==> src/design/lhcs_pkg.sv <==
// Package for the longest Hamming chain unit.
// Holds field widths, the controller state type, the command and status
// structs shared by controller and datapath, and the letter-compare helper.
package lhcs_pkg;

    // Field widths of the stream items
    localparam int CODE_W       = 50;
    localparam int LEN_W        = 4;
    localparam int GRP_W        = 8;
    localparam int LETTER_W     = 5;
    localparam int CODE_LETTERS = CODE_W / LETTER_W;
    localparam int POS_W        = 6;
    localparam int CHAIN_W      = 7;
    localparam int S_TDATA_W    = 64;
    localparam int M_TDATA_W    = 72;

    // Controller states
    typedef enum logic [3:0] {
        ST_IDLE,
        ST_SCAN,
        ST_WRITE,
        ST_TRACE_INIT,
        ST_TRACE_PUSH,
        ST_TRACE_CHK,
        ST_EMIT_POP,
        ST_EMIT_ENT,
        ST_EMIT_OUT
    } lhcs_state_t;

    // Controller to datapath
    typedef struct packed {
        logic accept;       // input transfer, latch word and open the scan
        logic scan_issue;   // read the next stored word
        logic write_entry;  // store the new word with its chain data
        logic trace_init;   // start the walk at the best word
        logic trace_push;   // push current index, read its entry
        logic trace_follow; // step to the parent
        logic emit_pop;     // pop one index off the path stack
        logic emit_read;    // read the entry of the popped index
        logic emit_load;    // load the output register
        logic close_set;    // return set state to reset values
    } lhcs_cmd_t;

    // Datapath to controller
    typedef struct packed {
        logic full;         // store holds the maximum number of words
        logic scan_done;    // all stored words issued
        logic cmp_pending;  // a compare is in flight
        logic in_last;      // latched word closes the set
        logic pred_valid;   // entry read in trace has a parent
        logic trace_room;   // path stack is not full
        logic stack_empty;  // path stack drained
        logic out_busy;     // output register holds an untaken result
    } lhcs_status_t;

    // True when exactly one bit of the vector is set
    function automatic logic exactly_one(input logic [CODE_LETTERS-1:0] v);
        logic seen;
        logic multi;
        seen  = 1'b0;
        multi = 1'b0;
        for (int i = 0; i < CODE_LETTERS; i++) begin
            multi = multi | (seen & v[i]);
            seen  = seen | v[i];
        end
        return seen & ~multi;
    endfunction

endpackage

==> src/design/lhcs_ctrl.sv <==
// Controller state machine of the longest Hamming chain unit.
// Depends on lhcs_pkg; drives commands to lhcs_dp and reads its status.
module lhcs_ctrl
    import lhcs_pkg::*;
(
    input  logic         clk,
    input  logic         rst_n,
    input  logic         s_tvalid,
    input  logic         s_tlast,
    output logic         s_tready,
    input  lhcs_status_t status,
    output lhcs_cmd_t    cmd
);

    lhcs_state_t state_reg;
    lhcs_state_t state_next;

    // State register
    always_ff @(posedge clk or negedge rst_n)
    begin
        if (!rst_n)
        begin
            state_reg <= ST_IDLE;
        end
        else
        begin
            state_reg <= state_next;
        end
    end

    // Next state and commands
    always_comb
    begin
        state_next = state_reg;
        cmd        = '0;
        s_tready   = 1'b0;
        case (state_reg)
            ST_IDLE:
            begin
                s_tready = 1'b1;
                if (s_tvalid)
                begin
                    cmd.accept = 1'b1;
                    if (!status.full)
                    begin
                        state_next = ST_SCAN;
                    end
                    else if (s_tlast)
                    begin
                        state_next = ST_TRACE_INIT;
                    end
                end
            end
            ST_SCAN:
            begin
                cmd.scan_issue = !status.scan_done;
                if (status.scan_done && !status.cmp_pending)
                begin
                    state_next = ST_WRITE;
                end
            end
            ST_WRITE:
            begin
                cmd.write_entry = 1'b1;
                state_next      = status.in_last ? ST_TRACE_INIT : ST_IDLE;
            end
            ST_TRACE_INIT:
            begin
                cmd.trace_init = 1'b1;
                state_next     = ST_TRACE_PUSH;
            end
            ST_TRACE_PUSH:
            begin
                cmd.trace_push = 1'b1;
                state_next     = ST_TRACE_CHK;
            end
            ST_TRACE_CHK:
            begin
                if (status.pred_valid && status.trace_room)
                begin
                    cmd.trace_follow = 1'b1;
                    state_next       = ST_TRACE_PUSH;
                end
                else
                begin
                    state_next = ST_EMIT_POP;
                end
            end
            ST_EMIT_POP:
            begin
                cmd.emit_pop = 1'b1;
                state_next   = ST_EMIT_ENT;
            end
            ST_EMIT_ENT:
            begin
                cmd.emit_read = 1'b1;
                state_next    = ST_EMIT_OUT;
            end
            ST_EMIT_OUT:
            begin
                if (!status.out_busy)
                begin
                    cmd.emit_load = 1'b1;
                    if (status.stack_empty)
                    begin
                        cmd.close_set = 1'b1;
                        state_next    = ST_IDLE;
                    end
                    else
                    begin
                        state_next = ST_EMIT_POP;
                    end
                end
            end
            default:
            begin
                state_next = ST_IDLE;
            end
        endcase
    end

endmodule

==> config.mk <==
export PLATFORM = sky130hd
export DESIGN_NAME = lhcs_ctrl
export DESIGN_NICKNAME = d
export VERILOG_FILES = /design/src/design/lhcs_pkg.sv /design/src/design/lhcs_ctrl.sv
export SDC_FILE = /design/constraint.sdc
export NUM_CORES = 1
export LEC_CHECK = 0
export CAP_MARGIN = 20
export CORE_AREA = 2 2 39 41
export DETAILED_ROUTE_END_ITERATION = 16
export DIE_AREA = 0 0 41 43
export DONT_BUFFER_PORTS = 1
export PLACE_DENSITY = 0.55
export SYNTH_ARGS = -nofsm -noshare
export SYNTH_HDL_FRONTEND = slang
export SYNTH_SLANG_ARGS = --single-unit
==> constraint.sdc <==
create_clock -name clk -period 2.1 [get_ports clk]
set_input_delay 0.315 -clock clk [delete_from_list [all_inputs] [get_ports clk]]
set_output_delay 0.315 -clock clk [all_outputs]
set_load 0.05 [all_outputs]
==> results list, run 1 <==
* Minimum clock period: 1.81 ns
- Post-layout total power: 0.896 mW
- The via count of the first global-routing pass came to 411.
- Port buffering added 0 buffers.
* Post-CTS Hold Buffers: 1
* Share of async-settable or async-resettable flops after synthesis: 100%
* Fraction of the mapped netlist area in compound gates: 10.6%
- After synthesis, the mean cell area works out to 7.51 um^2.
- Hpwl dp: 848 um
- The filler cells instantiated in the layout total 148.
* CTS sink cnt: 4
- Number of placed instances, taps included: 81
- Post-synthesis mux area share: 4.85%
* Critical Path RT: 1.78 ns
* RSZ-0062 raised after global routing: no
- After the first detailed-routing iteration, the DRC count stood at 7.
- Total die area: 1760 um^2
- FMAX: 0.551 GHz
- R2R setup slack: 0.54 ns
- Post-route standard cell area excluding fillers: 581 um^2
* Final count of pins violating max slew: 0
* Total Routed Length: 1040 um
- Area fraction of the dominant cell type after synthesis: 24.2%
* Capturing element type of the critical path: output port
- Global placer's final weighted congestion: 0.789
* Path type of the worst setup path: reg2out
* CTS Root Buffer Type: clkbuf_4
- After detailed routing, the average wire length per cell comes to 12.2 um.
* Layout cells sized above 1: 34.8%
- Count of final setup violators: 0
- Area overhead of the layout relative to synthesis: 40.6%
* Clock buffer count from CTS: 3
- Horiz. Die Dim: 41 um
* Setup_tns: 0 ns
* Most common library cells after synthesis: nor2_1 (6), nand2_1 (5), nor3_1 (5)
- The routed layout has 431 vias.
* Capture point of the worst reg-to-reg path: state_reg[1]
- Buffer depth of the longest clock path: 2
* Floorplan die height: 43 um
* Maximum level of the CTS H-tree: 1
- Using the TritonRoute via totals, the vias-per-cell ratio works out to 5.07.
- The startpoint identified for the worst register-to-register timing path is state_reg[3].
- Remaining global-route overflow: 0
* Main synth FF type: dfrtp_1
- Adder-cell share of the synthesized area: 0%
* Hold Path Depth: 2
- Worst-margin pin slew: 0.336 ns
- Crit path largest cell delay: 0.44 ns
- Skew-Pair Late Insertion Delay: 0.23 ns
* Number of routed nets with antenna violations: 0
* Worst endpoint data arrival time: 1.50 ns
- Min-Delay Startpoint: status[0]
- The worst pin sits at a relative slew slack of 77.3%.
* First-pass GRT wire length: 1590 um
- The finished layout holds 85 standard cells, fillers aside.
- Status: finished clean
- Dpl cell area: 548 um^2
- Yosys instantiated no cell more often than nor2_1.
- IR analysis of the VDD net gives a maximum drop of 0.000598 V.
- Netlist cell types: 26
- The tightest min-delay check is of the in2reg type.
- The synthesized netlist devotes 51.5% of its cell area to simple gates.
- Antenna violations before repair: 0
* Sort of element at the start of the critical path: flop
- Sequential elements use 24.2% of the synthesized area.
- Number of remaining DRC errors: 0
- Traced cell by cell, the critical path runs through nor4b_1 > and2b_1 > and2_2.
- Among all stages on the critical path, the largest delay is contributed by dfrtp_1.
* Clock transition at path regs: 0.04 ns
- Once the floorplan was initialized, standard cells occupied 29.8% of the core.
- In this run, synthesis inferred 0 flip-flops with an integrated enable.
* Tcrit/Tclk final: 86.4%
- Post-layout net count: 83
- Boundary pin count: 23
* Maximum Capacitance Violations: 0
- Post-synthesis instance area: 413 um^2
* GR Util All Layers: 13.5%
* Number of flip-flops and latches in the synthesized netlist: 4
- Maximum number of pins on one net before global-route repair: 13
* Cell type contributing the most total cell area after synthesis: dfrtp_1
* FP Rows: 14
- The synthesized netlist devotes 0% of its cell area to XOR and XNOR gates.
- Ranked by total cell area, the synthesized netlist is headed by dfrtp_1 (24%), nand2b_1 (6.1%), nor3_1 (6.1%).
* Largest register FFs: 4
- The Yosys step of the flow raised 0 warnings.
- The clock arrives with 0.00196 ns of skew.
- In this run the power density over the cells is 1540 nW/um^2.
- Counting cells, the worst reg-to-reg path comes to 6.
- Core area: 1380 um^2
* Net Count, Synth: 67
* Total iterations of the first detailed-routing run: 4
- Buffer count from post-CTS setup fixing: 0
* Static Leak: 0.264 nW
* Main combinational cell family by area after synthesis: simple AND/OR/NAND/NOR gates
* Cells after synthesis: 55
- Worst slack on hold paths: 0.277 ns
- TritonCTS built the clock tree.
* Crit-path max FO: 7
- The path with the worst hold slack has its endpoint at state_reg[3].
* Count of final hold-check violations: 0
- In this run, post-CTS repair resized a total of 0 instances.
* Number of inserted diodes: 0
-- how the worst max path moves through the flow --
stage | from | end | cells after the start
after detailed placement | state_reg[3] | cmd[0] | 3
after global routing | state_reg[3] | cmd[0] | 3
final | state_reg[3] | cmd[0] | 3
after CTS | state_reg[3] | cmd[0] | 3
after floorplan | state_reg[1] | cmd[9] | 3
after global placement | state_reg[3] | cmd[0] | 3
-- cells by family after synthesis --
group | after synthesis
flip-flops | 4
AND/OR/NAND/NOR | 35
multiplexers | 2
buffers and inverters | 6
AO/OA/AOI/OAI | 8
-- cell usage in the layout, fill, tap and decap left out, drive strengths merged, types with 2 or more instances in the layout --
cell / n
nor3: 5
dfrtp: 4
clkbuf: 3
mux2i: 2
and3: 2
buf: 14
inv: 2
a21oi: 4
nand2: 5
and2: 2
o21ai: 2
nor2: 6
nor4: 2
nand2b: 5
nand4: 2
-- cell type report --
class,count,area [um^2],area share (%)
Multi-Input combinational cell,45,303,52.2
Timing Repair Buffer,15,128,22.0
Sequential cell,4,100,17.2
Clock buffer,3,22.5,3.88
Tap cell,16,20.0,3.45
Inverter,2,7.51,1.29
-- through the flow --
step | setup slack, ns | utilization, %
global placement | 0.497 | 39.6
CTS | 0.245 | 42.0
floorplan | 0.0267 | -
global route | 0.185 | 42.0
finish | 0.285 | 42.0
detailed placement | 0.499 | 39.6
-- per-layer routing --
layer | global-route usage, % | up-vias | wire length (um)
li1 | - | 223 | -
met1 | 18.0 | 191 | 438
met2 | 20.0 | 17 | 529
met3 | 3.14 | 0 | 73
met4 | 6.00 | 0 | 0
met5 | 0 | - | 0
-- critical path: cells and delay by family, from the launching register on --
family | cells | cell delay, ns
and+or+nand+nor | 3 | 0.83
DFF | 1 | 0.44
-- report_power, final --
group / switching (mW) / internal, mW / total [mW]
Clock: 0.0285 / 0.0637 / 0.0922
Sequential: 0.0177 / 0.107 / 0.125
Combinational: 0.426 / 0.253 / 0.679
Total: 0.472 / 0.424 / 0.896
Note: power is estimated with default switching activity, not from simulation.
==> inputs of run 2 (changes only) <==
--- a/config.mk
+++ b/config.mk
@@ -7,10 +7,11 @@
 export LEC_CHECK = 0
 export CAP_MARGIN = 20
 export CORE_AREA = 2 2 39 41
+export CTS_CLUSTER_DIAMETER = 30
 export DETAILED_ROUTE_END_ITERATION = 16
 export DIE_AREA = 0 0 41 43
 export DONT_BUFFER_PORTS = 1
-export PLACE_DENSITY = 0.55
+export PLACE_DENSITY = 0.56
 export SYNTH_ARGS = -nofsm -noshare
 export SYNTH_HDL_FRONTEND = slang
 export SYNTH_SLANG_ARGS = --single-unit
==> constraint.sdc (replaced) <==
create_clock -name clk -period 1.5 [get_ports clk]
set_input_delay 0.225 -clock clk [delete_from_list [all_inputs] [get_ports clk]]
set_output_delay 0.225 -clock clk [all_outputs]
set_load 0.05 [all_outputs]
==> results list, run 2 (synthesized netlist as in run 1, its figures left out) <==
- The clock sink count was 4 (unchanged).
- The cell internal power dissipation is 0.924 mW (+120%).
- Path type of the worst setup path: reg2out
- The actual slew at the worst max-slew pin is 0.251 ns (-0.0851 ns).
- Number of remaining DRC errors: 0 (unchanged)
- RSZ-0062 raised after global routing: yes
- The maximum ir drop on the vdd rail is 0.00116 V (+95%).
- Clock buffer count from CTS: 3 (unchanged)
- The checks that failed: setup timing.
- Crit-path max FO: 7 (unchanged)
- Maximum number of pins on one net before global-route repair: 9 (-4)
* Capturing element type of the critical path: output port
- The number of fill cells in the layout was 119 (-20%).
- FMAX: 0.608 GHz
- Met2 wirelength from detailed routing: 619 um (+17%)
- The top cell types in the final layout, fill and taps aside, are buf_4 (15), buf_6 (12).
* Largest register FFs: 4 (unchanged)
* Boundary pin count: 23 (unchanged)
- Clock tree from TritonCTS: built
- The detailed-route wire length per cell was 12.0 um (-2.3%).
- Leaving out fill and tap cells, the most frequent cell in the layout is buf_4.
- The arrival time at the worst endpoint is 1.42 ns (-0.08 ns).
- Global placer's final weighted congestion: 0.835 (+5.8%)
- The max-slew violation total from the final report came to 0 (unchanged).
- Worst setup timing slack at the placement stage: 0.00699 ns (-0.492 ns)
* Antenna violations before repair: 0 (unchanged)
- CTS Root Buffer Type: clkbuf_4
* Clock Power Share: 7.1% (-3.2 points)
* Number of inserted diodes: 0 (unchanged)
* Static Leak: 0.384 nW (+46%)
* Maximum clock skew at final layout: 0.00557 ns (+0.00361 ns)
- Power density over the cells: 2010 nW/um^2 (+30%)
- Maximum level of the CTS H-tree: 1 (unchanged)
* Sort of element at the start of the critical path: flop
* Status: finished, violations left
- The number of rows created at floorplan came to 14 (unchanged).
- The worst relative slew slack was 83.1% (+5.9 points).
- The clock insertion delay at the later pin of the skew report was 0.23 ns (about the same).
- The per-cell via count in the routed design is 5.01 (-1.2%).
- Fin worst setup slack: -0.145 ns (-0.430 ns)
- Count of final hold-check violations: 0 (unchanged)
* GR Util All Layers: 16.3% (+2.8 points)
- Clock transition at path regs: 0.04 ns (about the same)
- The via count of the first global-routing pass was 484 (+18%).
- The routed design could run at a clock period as short as 1.64 ns.
- The first-pass GRT wire length was 1960 um (+23%).
- The violation count after the first detailed-routing iteration was 3 (-4).
- Worst slack on hold paths: 0.187 ns (-0.0902 ns)
- Number of routed nets with antenna violations: 0 (unchanged)
- The data required time of the worst path came to 1.27 ns (-0.51 ns).
* Proportion of total power due to net switching: 47.8% (-4.9 points)
- The relative contribution of combinational cells to total power is 80.2% (+4.4 points).
- The final net count was 99 (+19%).
* Vias: 506 (+17%)
- The final core utilization was 63.7% (+22 points).
- DRT met1 WL: 506 um (+16%)
- The fraction of final layout cells with drive strength greater than 1 came to 64.7% (+30 points).
* Sequential power share: 12.7% (-1.2 points)
* Floorplan die height: 43 um (unchanged)
- Class of the tightest hold or removal check: in2reg
* Maximum Capacitance Violations: 0 (unchanged)
- Core area: 1380 um^2 (unchanged)
- Tcrit/Tclk final: 110%
- Total Routed Length: 1210 um (+16%)
- Hpwl dp: 905 um (+6.7%)
* Remaining global-route overflow: 0 (unchanged)
* Horiz. Die Dim: 41 um (unchanged)
- The die area is 1760 um^2 (unchanged).
- Path depth of the worst reg2reg path: 5 (-1)
- The initial core utilization is 29.8% (unchanged).
* Hold Path Depth: 2 (unchanged)
- IO Port Bufs: 0 (unchanged)
- The total length of routed met3 wires is 81 um (+11%).
* Switching power: 0.845 mW (+79%)
- Total iterations of the first detailed-routing run: 4 (unchanged)
- The maximum buffer depth of the clock tree was 2 (unchanged).
- Top Layer Used: met3
* Count of final setup violators: 7 (+7)
- Post-layout total power: 1.77 mW (+98%)
* Area overhead of the layout relative to synthesis: 114%
==> run 2: cell types whose count changed in the layout (fill, tap and decap cells not counted), moves of 3 or more <==
| cell | previous run | this run |
|---|---|---|
| buf_6 | 0 | 12 |
| dfrtp_1 | 4 | 0 |
| dfrtp_2 | 0 | 4 |
| nor3_1 | 3 | 0 |
| nor3_4 | 0 | 4 |
==> run 2: path summary, 6_finish.rpt <==
check,startpoint,end,slack (ns)
hold reg to reg,state_reg[3],state_reg[0],0.67
min in group asynchronous,rst_n,state_reg[3],0.27
hold / removal,status[0],state_reg[3],0.19
max in group asynchronous,rst_n,state_reg[1],1.04
setup reg to reg,state_reg[1],state_reg[1],0
setup / recovery,state_reg[3],cmd[9],-0.14
==> run 2: stage by stage <==
step / std cells / instance area, um^2 / setup TNS (ns)
finish: 101 / 882 / -0.463
global route: 101 / 882 / -1.05
CTS: 97 / 785 / -0.572
detailed placement: 86 / 647 / 0
global placement: 86 / 647 / 0
floorplan: 55 / 479 / -2.00
==> run 2: layout make-up <==
cell class                      count  area [um^2]  area share (%)
Multi-Input combinational cell     45          409            46.4
Sequential cell                     4          105            11.9
Timing Repair Buffer               31          318            36.0
Inverter                            2         7.51           0.851
Tap cell                           16         20.0            2.27
Clock buffer                        3         22.5            2.55
==> run 2: repair_timing <==
| action | in CTS | in global routing |
|---|---|---|
| hold endpoints to repair | 4 | 0 |
| hold buffers | 1 | 0 |
| buffers inserted | 7 | 5 |
| gates resized for setup | 14 | 15 |
| setup endpoints to repair | 11 | 13 |
| pin swaps | 5 | 10 |
==> run 2: power groups by stage <==
stage / combinational (mW) / sequential [mW] / clock (mW)
after detailed placement: 1.04 / 0.195 / 0
after global routing: 1.51 / 0.233 / 0.145
after floorplan: 0.789 / 0.174 / 0
after CTS: 1.26 / 0.205 / 0.131
final: 1.42 / 0.224 / 0.126
after global placement: 1.04 / 0.193 / 0
==> run 2: critical path, cell delays in order (launching register included) <==
cell and delay, ns:
dfrtp_2 0.45, buf_6 0.15, nor4_4 0.31, and2_4 0.29
==> run 2: routing by layer <==
layer,GRT usage [%],vias to the layer above
met5,0,-
met2,26.3,19
met3,6.81,0
met1,20.1,229
met4,2.00,0
li1,-,258
